[config.mk]
export PLATFORM = sky130hd
export DESIGN_NAME = rau_front
export DESIGN_NICKNAME = d
export VERILOG_FILES = /design/src/design/rau_pkg.sv /design/src/design/rau_front.sv
export SDC_FILE = /design/constraint.sdc
export NUM_CORES = 1
export LEC_CHECK = 0
export ABC_AREA = 0
export BUFFER_PORTS_ARGS = -buffer_cell sky130_fd_sc_hd__clkbuf_2
export CAP_MARGIN = 10
export CORE_UTILIZATION = 25
export CTS_CLUSTER_SIZE = 16
export DETAILED_ROUTE_END_ITERATION = 12
export PLACE_DENSITY = 0.56
export SETUP_SLACK_MARGIN = 0.4
export SLEW_MARGIN = 20
export SYNTH_ARGS = -nofsm -noshare
export SYNTH_HDL_FRONTEND = slang
export SYNTH_SLANG_ARGS = --single-unit
[constraint.sdc]
create_clock -name clk_i -period 8.4 [get_ports clk_i]
set_input_delay 1.68 -clock clk_i [delete_from_list [all_inputs] [get_ports clk_i]]
set_output_delay 1.68 -clock clk_i [all_outputs]
set_load 0.02 [all_outputs]
[src/design/rau_pkg.sv]
package rau_pkg;

  localparam int DataW    = 32;
  localparam int WidthDef = 32;
  localparam int QDepth   = 2;
  localparam int QPtrW    = $clog2(QDepth);

  localparam logic [1:0] StatOk      = 2'd0;
  localparam logic [1:0] StatOvf     = 2'd1;
  localparam logic [1:0] StatDenZero = 2'd2;

  localparam logic [2:0] OpcAdd  = 3'd0;
  localparam logic [2:0] OpcSub  = 3'd1;
  localparam logic [2:0] OpcMul  = 3'd2;
  localparam logic [2:0] OpcDiv  = 3'd3;
  localparam logic [2:0] OpcSimp = 3'd4;

  typedef enum logic [2:0] {
    OP_ADD,
    OP_SUB,
    OP_MUL,
    OP_DIV,
    OP_SIMP,
    OP_PASS
  } op_e;

  typedef enum logic [2:0] {
    S_IDLE,
    S_MUL,
    S_GCD,
    S_DIV,
    S_FIN
  } state_e;

  typedef struct packed {
    op_e               op;
    logic [DataW-1:0]  an;
    logic [DataW-1:0]  ad;
    logic [DataW-1:0]  bn;
    logic [DataW-1:0]  bd;
  } item_t;

endpackage

[src/design/rau_front.sv]
module rau_front (
  input  logic                      clk_i,
  input  logic                      rst_ni,
  input  logic                      in_valid_i,
  output logic                      in_stall_o,
  input  logic [2:0]                operation_i,
  input  logic [rau_pkg::DataW-1:0] a_numerator_i,
  input  logic [rau_pkg::DataW-1:0] a_denominator_i,
  input  logic [rau_pkg::DataW-1:0] b_numerator_i,
  input  logic [rau_pkg::DataW-1:0] b_denominator_i,
  output logic                      q_valid_o,
  output rau_pkg::item_t            q_item_o,
  input  logic                      q_pop_i
);

  rau_pkg::item_t                mem_q [rau_pkg::QDepth];
  rau_pkg::item_t                item_d;
  logic [rau_pkg::QPtrW-1:0]     wr_q, rd_q;
  logic [rau_pkg::QPtrW:0]       cnt_q;
  logic                          push, pop;

  always_comb begin
    case (operation_i)
      rau_pkg::OpcAdd:  item_d.op = rau_pkg::OP_ADD;
      rau_pkg::OpcSub:  item_d.op = rau_pkg::OP_SUB;
      rau_pkg::OpcMul:  item_d.op = rau_pkg::OP_MUL;
      rau_pkg::OpcDiv:  item_d.op = rau_pkg::OP_DIV;
      rau_pkg::OpcSimp: item_d.op = rau_pkg::OP_SIMP;
      default:          item_d.op = rau_pkg::OP_PASS;
    endcase
    item_d.an = a_numerator_i;
    item_d.bn = b_numerator_i;
    item_d.ad = (a_denominator_i == '0) ? rau_pkg::DataW'(1) : a_denominator_i;
    item_d.bd = (b_denominator_i == '0) ? rau_pkg::DataW'(1) : b_denominator_i;
  end

  assign in_stall_o = (cnt_q == (rau_pkg::QPtrW+1)'(rau_pkg::QDepth));
  assign push       = in_valid_i && !in_stall_o;
  assign q_valid_o  = (cnt_q != '0);
  assign pop        = q_pop_i && q_valid_o;
  assign q_item_o   = mem_q[rd_q];

  always_ff @(posedge clk_i) begin
    if (push) begin
      mem_q[wr_q] <= item_d;
    end
  end

  always_ff @(posedge clk_i or negedge rst_ni) begin
    if (!rst_ni) begin
      wr_q  <= '0;
      rd_q  <= '0;
      cnt_q <= '0;
    end else begin
      if (push) wr_q <= wr_q + 1'b1;
      if (pop)  rd_q <= rd_q + 1'b1;
      if (push && !pop)      cnt_q <= cnt_q + 1'b1;
      else if (pop && !push) cnt_q <= cnt_q - 1'b1;
    end
  end

endmodule

==> run_results.csv <==
group,metric,value,unit
min_path,min-delay-path-class,"reg2reg",
yosys,synth_compound_area_frac,0.00217,
routing,drt_iter0_drc,172,
yosys,synth_fa_ha_area_frac,0.00121,
min_path,hold_path_depth,1,
job,drv_cap,0,
clocking,root_buffer,"clkbuf_16",
final_layout,area_delta_synth_final,25.6,%
global_route,antenna_found_initial,1,
timing,timing.final.crit_share,0.531,
worst_setup_path,worstPathRequired,6720,ps
worst_setup_path,slowest_delay,780,ps
power_and_ir_drop,powerDensity,367,mW/mm2
worst_setup_path,crit_slowest_cell,"dfrtp_4",
timing,final_max_slew_viol_count,0,
final_layout,drive_gt1_frac,0.589,
worst_setup_path,critical_path_buf_inv_count,2,
timing,relSlewSlack,0.379,
routing,routedWlPerCell,16.8,um
clocking,cts_setup_buffers,0,
clocking,cts_buffer_depth,3,
global_route,track_usage,0.0972,
worst_setup_path,ff2ff_path_depth,4,
clocking,cts_sinks,266,
placement,portBuffers,267,
placement,hpwl,14.5,mm
timing,setup_viol,0,
clocking,clk_latency,550,ps
yosys,synth_xor_area_frac,0.00422,
clocking,cts_tree,"done",
timing,worstMarginPinSlew,932,ps
timing,fin_ws,3940,ps
power_and_ir_drop,p_leak,0.00503,uW
run_status,outcome,"finished clean",
timing,finalHoldViolCount,0,
yosys,synth_top_family_by_area,"multiplexers",
floorplanning,die_w,206,um
timing,finalCriticalPeriod,4460,ps
final_layout,fillers,3997,
clocking,htree_levels,1,
worst_setup_path,cp_max_fo,53,
routing,vias_per_cell,4.02,
worst_setup_path,end_kind,"output port",
placement,dp_cells,1241,
worst_setup_path,critical_path_depth,3,
global_route,grt_pass1_vias,5273,
yosys,syn-num-nets,650,
final_layout,final_common_cell,"clkbuf_2",
yosys,ys_warn_count,0,
yosys,synth_cell_type_count,22,
worst_setup_path,critical_path_class,"reg2out",
clocking,clk_pin_slew,50,ps
global_route,grt_max_degree,62,
yosys,synthSimpleGateAreaFrac,0.0159,
floorplanning,initial_utilization,0.254,
floorplanning,dieArea,0.0423,mm2
floorplanning,fp.dieH,206,um
timing,fmax,0.224,GHz
yosys,synth_mux_area_frac,0.171,
worst_setup_path,startpoint_type,"flip-flop",
yosys,avgSynthCellArea,20.2,um2
clocking,cts_resized,0,
routing,firstDrtPassIters,4,
floorplanning,row_count,74,
placement,place.gp.congestion,0.768,
routing,routed_wirelength,21.8,mm
worst_setup_path,path_cells,"buf_4 > mux2_2 > clkbuf_2",
timing,rsz0062_at_grt,"false",
final_layout,final_cell_mix,"267 x clkbuf_2, 262 x edfxtp_1, 80 x mux2_4, 51 x mux2_2, 31 x clkbuf_16",
clocking,postCtsHoldBufs,0,
timing,fin_tns_setup,0,ps
worst_setup_path,cp.arrival,2780,ps
routing,route.detailed.drc,0,
yosys,yosysSeqAreaShare,0.768,
routing,vias,5216,
yosys,netlist_instances,514,
global_route,grt_pass1_wl,30.9,mm
global_route,overflow,0,
floorplanning,fp.coreArea,0.0408,mm2
floorplanning,io_pins,268,
clocking,numCtsBuffers,30,
final_layout,fin_nets,877,
placement,pre_cts_slack,4490,ps
yosys,syn_area,0.0104,mm2
yosys,ys_ff_latch,266,
worst_setup_path,crit_family,"buffers and inverters",
power_and_ir_drop,peakVddDrop,0.178,mV
routing,drtAntennaViolNets,0,
timing,fin_worst_skew,15.5,ps
final_layout,diodes,0,
final_layout,fin_cells,1296,
==> registers in the layout (all words and copies together), names as in the netlist <==
register	count
cnt_q	2
mem_q	262
rd_q	1
wr_q	1
==> worst register-to-register path, delay by kind of cell, from the launching register on <==
family / cells / cell delay [ps]
buffers and inverters: 1 / 790
flip-flops: 1 / 410
AND/OR/NAND/NOR: 3 / 790
==> path summary, 6_finish.rpt <==
check | startpoint | to | slack [ps]
min in group asynchronous | rst_ni | cnt_q[1]$_DFFE_PN0P_ | 920
setup reg to reg | cnt_q[0]$_DFFE_PN0P_ | mem_q[0][42]$_DFFE_PP_ | 5970
hold / removal | cnt_q[1]$_DFFE_PN0P_ | cnt_q[1]$_DFFE_PN0P_ | 490
hold reg to reg | cnt_q[1]$_DFFE_PN0P_ | cnt_q[1]$_DFFE_PN0P_ | 490
setup / recovery | rd_q$_DFFE_PN0P_ | q_item_o[5] | 3940
max in group asynchronous | rst_ni | rd_q$_DFFE_PN0P_ | 7330
==> layer usage <==
layer | track usage | wire length, um | vias to the layer above
li1 | - | - | 2398
met2 | 0.154 | 9860 | 217
met5 | 0 | 0 | -
met4 | 0.0317 | 449 | 0
met3 | 0.0334 | 2050 | 34
met1 | 0.124 | 9410 | 2567
==> final cells by class <==
class | instances | area, um2 | share of cell area
sequential | 266 | 7970 | 0.612
multi-input combinational | 168 | 2030 | 0.156
timing repair buffer | 273 | 1380 | 0.106
clock buffer | 41 | 823 | 0.0632
tap | 532 | 666 | 0.0511
clock inverter | 14 | 150 | 0.0115
inverter | 2 | 7.51 | 0.000576
==> Yosys cell counts <==
master / count / area [um2]
edfxtp_1: 262 / 7870
mux2_4: 80 / 1200
clkbuf_1: 63 / 236
mux2_2: 51 / 574
nor4_1: 16 / 100
buf_6: 9 / 101
buf_2: 5 / 25.0
dfrtp_1: 4 / 100
nand4_1: 4 / 25.0
xnor2_1: 3 / 26.3
inv_1: 2 / 7.51
nand2_1: 2 / 7.51
nor2_1: 2 / 7.51
o21bai_1: 2 / 15.0
xor2_1: 2 / 17.5
a21o_1: 1 / 7.51
and3_1: 1 / 6.26
buf_8: 1 / 15.0
ha_1: 1 / 12.5
nand2b_1: 1 / 6.26
nor2b_1: 1 / 6.26
or2_2: 1 / 6.26
==> report_power, final <==
group | leakage [uW] | internal [uW] | switching, uW | total [uW]
logic | 0.00207 | 649 | 927 | 1580
registers | 0.00248 | 1820 | 108 | 1930
clock network | 0.000473 | 774 | 502 | 1280
==> cell families (layout without fill, tap and decap cells) <==
group	count (synthesis)	count (layout)
AOI/OAI and AO/OA	3	3
DFF	266	266
buffers and inverters	80	330
adders and majority gates	1	1
and+or+nand+nor	28	28
muxes	131	131
xor gates and xnor gates	5	5
==> metrics by stage <==
stage               total power (uW)   util  cell area (um2)  hold slack [ps]
finish                          4780  0.319            13000              486
global route                    5010  0.319            13000              501
CTS                             4870  0.319            13000              490
detailed placement              3570  0.295            12100              479
global placement                3560  0.295            12100              473
floorplan                       3140      -            10400              456
No activity file was read; power rests on OpenSTA's default activity.
