[src/design/rau_pkg.sv]
package rau_pkg;

  localparam int DataW    = 32;
  localparam int WidthDef = 32;
  localparam int QDepth   = 2;
  localparam int QPtrW    = $clog2(QDepth);

  localparam logic [1:0] StatOk      = 2'd0;
  localparam logic [1:0] StatOvf     = 2'd1;
  localparam logic [1:0] StatDenZero = 2'd2;

  localparam logic [2:0] OpcAdd  = 3'd0;
  localparam logic [2:0] OpcSub  = 3'd1;
  localparam logic [2:0] OpcMul  = 3'd2;
  localparam logic [2:0] OpcDiv  = 3'd3;
  localparam logic [2:0] OpcSimp = 3'd4;

  typedef enum logic [2:0] {
    OP_ADD,
    OP_SUB,
    OP_MUL,
    OP_DIV,
    OP_SIMP,
    OP_PASS
  } op_e;

  typedef enum logic [2:0] {
    S_IDLE,
    S_MUL,
    S_GCD,
    S_DIV,
    S_FIN
  } state_e;

  typedef struct packed {
    op_e               op;
    logic [DataW-1:0]  an;
    logic [DataW-1:0]  ad;
    logic [DataW-1:0]  bn;
    logic [DataW-1:0]  bd;
  } item_t;

endpackage

[src/design/rau_back.sv]
module rau_back #(
  parameter int WIDTH = rau_pkg::WidthDef
) (
  input  logic                      clk_i,
  input  logic                      rst_ni,
  input  logic                      q_valid_i,
  input  rau_pkg::item_t            q_item_i,
  output logic                      q_pop_o,
  output logic                      out_valid_o,
  input  logic                      out_stall_i,
  output logic [rau_pkg::DataW-1:0] result_numerator_o,
  output logic [rau_pkg::DataW-1:0] result_denominator_o,
  output logic [1:0]                status_o
);

  localparam int W = (WIDTH < 1) ? 1 : ((WIDTH > 64) ? 64 : WIDTH);
  localparam logic [63:0] WMask  = {64{1'b1}} >> (64 - W);
  localparam logic [63:0] HiMask = ~((64'd1 << (W - 1)) - 64'd1);

  rau_pkg::state_e state_q, state_d;
  rau_pkg::item_t  it_q;
  logic [1:0]      step_q;
  logic [63:0]     p0_q, p1_q, p2_q;
  logic [31:0]     x_q, y_q;
  logic [4:0]      k_q;
  logic [31:0]     g_q, na_q, nd_q, ra_q, rd_q;
  logic [4:0]      dcnt_q;
  logic            out_valid_q;
  logic [31:0]     res_n_q, res_d_q;
  logic [1:0]      stat_q;

  logic            out_free, take;
  logic [31:0]     mul_a, mul_b;
  logic [63:0]     prod;
  logic [31:0]     mag_an, mag_ad;
  logic [32:0]     ra_sh, rd_sh;
  logic            ra_ge, rd_ge;
  logic [64:0]     sum65;
  logic [63:0]     rn_bits, rn_t, rd_t;
  logic            rn_ovf, fit_n, fit_d;
  logic [63:0]     pres_n, pres_d;
  logic [1:0]      stat_d;

  assign out_free = !out_valid_q || !out_stall_i;
  assign take     = q_valid_i && (state_q == rau_pkg::S_IDLE);

  always_comb begin
    state_d = state_q;
    case (state_q)
      rau_pkg::S_IDLE: begin
        if (q_valid_i) begin
          if (q_item_i.op == rau_pkg::OP_SIMP)      state_d = rau_pkg::S_GCD;
          else if (q_item_i.op == rau_pkg::OP_PASS) state_d = rau_pkg::S_FIN;
          else                                      state_d = rau_pkg::S_MUL;
        end
      end
      rau_pkg::S_MUL: if (step_q == 2'd2) state_d = rau_pkg::S_FIN;
      rau_pkg::S_GCD: if (x_q == '0) state_d = rau_pkg::S_DIV;
      rau_pkg::S_DIV: if (dcnt_q == '0) state_d = rau_pkg::S_FIN;
      rau_pkg::S_FIN: if (out_free) state_d = rau_pkg::S_IDLE;
      default:        state_d = rau_pkg::S_IDLE;
    endcase
  end

  always_comb begin
    q_pop_o = take;
  end

  assign mag_an = it_q.an[31] ? (32'd0 - it_q.an) : it_q.an;
  assign mag_ad = it_q.ad[31] ? (32'd0 - it_q.ad) : it_q.ad;

  always_comb begin
    mul_a = it_q.an;
    mul_b = it_q.bd;
    case (step_q)
      2'd0: if (it_q.op == rau_pkg::OP_MUL) mul_b = it_q.bn;
      2'd1: begin
        mul_a = it_q.bn;
        mul_b = it_q.ad;
      end
      default: begin
        mul_a = it_q.ad;
        mul_b = (it_q.op == rau_pkg::OP_DIV) ? it_q.bn : it_q.bd;
      end
    endcase
  end

  assign prod = 64'($signed(mul_a) * $signed(mul_b));

  assign ra_sh = {ra_q, na_q[31]};
  assign rd_sh = {rd_q, nd_q[31]};
  assign ra_ge = (ra_sh >= {1'b0, g_q});
  assign rd_ge = (rd_sh >= {1'b0, g_q});

  always_comb begin
    sum65   = {p0_q[63], p0_q} + {p1_q[63], p1_q};
    rn_ovf  = 1'b0;
    case (it_q.op)
      rau_pkg::OP_ADD: begin
        rn_bits = sum65[63:0];
        rn_ovf  = (p0_q[63] == p1_q[63]) && (sum65[63] != p0_q[63]);
      end
      rau_pkg::OP_SUB: rn_bits = p0_q - p1_q;
      default:         rn_bits = p0_q;
    endcase
    rn_t   = rn_bits & HiMask;
    rd_t   = p2_q & HiMask;
    fit_n  = !rn_ovf && ((rn_t == '0) || (rn_t == HiMask));
    fit_d  = (rd_t == '0) || (rd_t == HiMask);
    pres_n = rn_bits & WMask;
    pres_d = p2_q & WMask;
    if (pres_n[W-1]) pres_n = pres_n | ~WMask;
    if (pres_d[W-1]) pres_d = pres_d | ~WMask;
    if ((p2_q & WMask) == '0)  stat_d = rau_pkg::StatDenZero;
    else if (!fit_n || !fit_d) stat_d = rau_pkg::StatOvf;
    else                       stat_d = rau_pkg::StatOk;
  end

  always_ff @(posedge clk_i) begin
    if (take) begin
      it_q   <= q_item_i;
      step_q <= 2'd0;
      k_q    <= '0;
      x_q    <= q_item_i.an[31] ? (32'd0 - q_item_i.an) : q_item_i.an;
      y_q    <= q_item_i.ad[31] ? (32'd0 - q_item_i.ad) : q_item_i.ad;
      if (q_item_i.op == rau_pkg::OP_PASS) begin
        p0_q <= 64'($signed(q_item_i.an));
        p2_q <= 64'($signed(q_item_i.ad));
      end
    end
    case (state_q)
      rau_pkg::S_IDLE: ;
      rau_pkg::S_MUL: begin
        step_q <= step_q + 2'd1;
        case (step_q)
          2'd0:    p0_q <= prod;
          2'd1:    p1_q <= prod;
          default: p2_q <= prod;
        endcase
      end
      rau_pkg::S_GCD: begin
        if (x_q == '0) begin
          g_q    <= y_q << k_q;
          na_q   <= mag_an;
          nd_q   <= mag_ad;
          ra_q   <= '0;
          rd_q   <= '0;
          dcnt_q <= 5'd31;
        end else if (!x_q[0] && !y_q[0]) begin
          x_q <= x_q >> 1;
          y_q <= y_q >> 1;
          k_q <= k_q + 5'd1;
        end else if (!x_q[0]) begin
          x_q <= x_q >> 1;
        end else if (!y_q[0]) begin
          y_q <= y_q >> 1;
        end else if (x_q >= y_q) begin
          x_q <= x_q - y_q;
        end else begin
          y_q <= y_q - x_q;
        end
      end
      rau_pkg::S_DIV: begin
        dcnt_q <= dcnt_q - 5'd1;
        ra_q   <= ra_ge ? 32'(ra_sh - {1'b0, g_q}) : ra_sh[31:0];
        rd_q   <= rd_ge ? 32'(rd_sh - {1'b0, g_q}) : rd_sh[31:0];
        na_q   <= {na_q[30:0], ra_ge};
        nd_q   <= {nd_q[30:0], rd_ge};
        if (dcnt_q == '0) begin
          p0_q <= it_q.an[31] ? (64'd0 - {32'd0, na_q[30:0], ra_ge})
                              : {32'd0, na_q[30:0], ra_ge};
          p2_q <= it_q.ad[31] ? (64'd0 - {32'd0, nd_q[30:0], rd_ge})
                              : {32'd0, nd_q[30:0], rd_ge};
        end
      end
      rau_pkg::S_FIN: begin
        if (out_free) begin
          res_n_q <= pres_n[31:0];
          res_d_q <= pres_d[31:0];
          stat_q  <= stat_d;
        end
      end
      default: ;
    endcase
  end

  always_ff @(posedge clk_i or negedge rst_ni) begin
    if (!rst_ni) begin
      state_q     <= rau_pkg::S_IDLE;
      out_valid_q <= 1'b0;
    end else begin
      state_q <= state_d;
      if (state_q == rau_pkg::S_FIN && out_free) out_valid_q <= 1'b1;
      else if (!out_stall_i)                     out_valid_q <= 1'b0;
    end
  end

  assign out_valid_o          = out_valid_q;
  assign result_numerator_o   = res_n_q;
  assign result_denominator_o = res_d_q;
  assign status_o             = stat_q;

endmodule

[config.mk]
export PLATFORM = sky130hd
export DESIGN_NAME = rau_back
export DESIGN_NICKNAME = d
export VERILOG_FILES = /design/src/design/rau_pkg.sv /design/src/design/rau_back.sv
export SDC_FILE = /design/constraint.sdc
export NUM_CORES = 2
export LEC_CHECK = 0
export BUFFER_PORTS_ARGS = -buffer_cell sky130_fd_sc_hd__buf_4
export CORE_UTILIZATION = 40
export CTS_BUF_LIST = sky130_fd_sc_hd__clkbuf_16
export DETAILED_ROUTE_END_ITERATION = 10
export PLACE_DENSITY = 0.56
export SLEW_MARGIN = 15
export SYNTH_ARGS = -nofsm -noshare
export SYNTH_HDL_FRONTEND = slang
export SYNTH_SLANG_ARGS = --single-unit
[constraint.sdc]
create_clock -name clk_i -period 17.65 [get_ports clk_i]
set_input_delay 0 -clock clk_i [delete_from_list [all_inputs] [get_ports clk_i]]
set_output_delay 0 -clock clk_i [all_outputs]
set_load 0.1 [all_outputs]
==> flow_summary.json <==
{
  "outcome": "finished clean",
  "rsz0062_at_grt": "false",
  "synth_fp_nets": 10952,
  "cts_buffer_depth": 3,
  "crit_top_cell": "inv_1",
  "die_h_um": 451.9,
  "grt_overflow": 0,
  "nFillCells": 19531,
  "grt_pass1_wl_um": 464400,
  "synth_area_leaders": "fa_1 (27%), edfxtp_1 (16%), ha_1 (6.9%)",
  "slew_viol_final": 0,
  "worstHoldPathCells": 2,
  "wl_per_cell_um": 25.90,
  "timing.fmax_ghz": 0.08360,
  "path_max_fanout": 49,
  "synth_area_leader_cell": "fa_1",
  "drtIter0Drc": 7233,
  "r2r_slack_ns": 5.69,
  "grt_usage_pct": 30.54,
  "timing.max_cap.violations": 0,
  "gp_congestion": 0.9975,
  "hold_viol_final": 0,
  "syn_area_sq_um": 80950,
  "r2r_end": "p1_q[62]",
  "slowest_stage": "fa_1",
  "cts_tree": "built",
  "die_width_um": 451.9,
  "core_sq_um": 200500,
  "vias": 69922,
  "min_path_type": "in2reg",
  "yosys_warnings": 0,
  "hold_path.startpoint": "q_item_i[33]",
  "antenna_found_initial": 13,
  "nNetsFinal": 11075,
  "ctsResizeCount": 0,
  "min_to": "it_q[33]",
  "num_io_pins": 203,
  "yosysMostFrequentCell": "inv_1",
  "finalCritPeriodShare_pct": 67.77,
  "synth_seq_cells": 629,
  "synth_edf_count": 428,
  "synth-seq-area-share_pct": 20.87,
  "grt_max_degree": 134,
  "drtAntennaViolNets": 0,
  "period_minus_slack_ns": 11.96,
  "startpoint_type": "register",
  "dp_hpwl_um": 245300,
  "tightest_slew_ns": 1.361,
  "slew-limit-headroom_pct": 8.931,
  "setup_viol": 0,
  "tns_ns": 0,
  "async_reset_ff_share_pct": 0.6359,
  "drt_pass1_iterations": 6,
  "worstSkewPairLatency_ns": 0.75,
  "cts.sinks": 629,
  "place_ws_ns": 5.775,
  "finalInstanceArea_sq_um": 89890,
  "synth_common_cells": "inv_1 (1286), nand2_1 (1123), fa_1 (1088)",
  "worstRegToRegCells": 34,
  "start_util_pct": 40.38,
  "cts-root-buf": "clkbuf_16",
  "yosysTopAreaCellShare_pct": 26.91,
  "r2r_start": "step_q[0]",
  "syn_area_per_cell_sq_um": 8.723,
  "post_route_cells_drive_above_1_share_pct": 6.750,
  "remaining_drc_errors": 0,
  "htree_levels": 3,
  "wirelength_um": 314400,
  "seqCellArea_sq_um": 16900,
  "placementRows": 164,
  "vias_per_cell": 5.762,
  "path_clk_slew_ns": 0.06,
  "slowest_delay_ns": 1.12,
  "cp.arrival_ns": 12.40,
  "place_area_sq_um": 85410,
  "port_buffers": 202,
  "grt_pass1_vias": 69853,
  "multiInputGateArea_sq_um": 57670,
  "crit_path_end_kind": "register",
  "worstPathRequired_ns": 18.09,
  "syn_to_final_growth_pct": 11.04,
  "setup_ws_ns": 5.689,
  "dieArea_sq_um": 204200,
  "synth_ff_type": "edfxtp_1",
  "cts_inserted_buffers": 79,
  "crit_type": "reg2reg",
  "skew_ns": 0.06448,
  "netlist-cell-type-count": 103,
  "synthCells": 9280,
  "postLayoutCoreUtil_pct": 44.84
}
## layer usage
layer	vias to the layer above	GRT usage (%)	wire length (um)
li1	30995	-	-
met5	-	0	45
met3	635	5.648	27010
met1	35017	40.23	128100
met2	3269	48.41	141800
met4	6	14.54	17410
## layout make-up
class	count	share of cell area (%)
antenna	13	0.03619
multi-input combinational	6864	64.16
tap	2656	3.697
timing repair buffer	534	4.964
clock inverter	65	0.7043
inverter	1295	5.416
clock buffer	80	2.227
sequential	629	18.80
## layout by cell type, fill, tap and decap left out, types with 64 or more instances in the layout
master	netlist	layout
a21oi_1	623	607
o21ai_0	518	514
nand2b_1	78	78
o31ai_1	72	72
nor3_1	94	93
fa_1	1088	1088
edfxtp_1	428	428
nor2_1	930	920
nor4_1	70	69
clkbuf_16	0	80
nand3_1	80	79
xor2_1	173	173
mux2i_1	144	144
inv_1	1286	1302
xnor2_1	217	215
nor2b_1	64	64
dfxtp_1	197	196
nand2_1	1123	1122
ha_1	449	447
a21o_1	151	151
buf_4	5	353
dlygate4sd3_1	0	181
## per-stage QoR
step,hold WS [ns],std cells
2_1_floorplan,-0.2956,9280
3_3_place_gp,-0.2019,11797
3_5_place_dp,-0.2009,11797
4_1_cts,0.001662,12123
5_1_grt,0.01018,12129
6_report,0.03465,12136
## registers in the layout (all words and copies together), names as in the netlist
register	flops
nd_q	32
p2_q	64
na_q	32
g_q	32
p1_q	64
ra_q	32
k_q	5
result_numerator_o	32
status_o	2
result_denominator_o	32
y_q	32
out_valid_o	1
rd_q	32
state_q	3
it_q	131
step_q	2
dcnt_q	5
x_q	32
p0_q	64
## worst max-delay path, delay by kind of cell, from the launching register on
family                   cells  cell delay [ns]
adder cells (fa/ha/maj)     10             5.89
XOR/XNOR                     1             0.31
AO/OA/AOI/OAI                6             1.49
buffers and inverters       11             2.49
flip-flops                   1             0.46
AND/OR/NAND/NOR              6             0.91
## worst max path at each step
stage                           to  startpoint  slack, ns
after global placement    p1_q[62]   step_q[0]       5.89
after CTS                 p1_q[62]   step_q[0]       5.71
after global routing      p1_q[62]   step_q[0]       5.20
after detailed placement  p1_q[62]   step_q[0]       5.78
after floorplan           p1_q[62]   it_q[128]       7.16
final                     p1_q[62]   step_q[0]       5.69
## cells by family (layout without fill, tap and decap cells)
logic type      count (synthesis)  count (layout)  share of synthesized area (%)
compound gates               2020            2020                          15.57
xor+xnor                      390             390                          4.220
fa+ha+maj                    1537            1537                          33.85
buf+inv                      1787            1974                          8.398
flops                         629             629                          20.87
mux                           167             167                          2.268
other cells                     0              13                              0
simple gates                 2750            2750                          14.82
## timing repair
| action | in CTS | in global routing |
|---|---|---|
| hold endpoints to repair | 285 | 0 |
| hold buffers | 181 | 0 |
| endpoints found under the setup margin | 0 | 0 |
| buffers inserted | 0 | 0 |
Power is left out: the tool's default activity adds up to more than one toggle a clock period on the data nets, which glitch-free logic cannot reach.
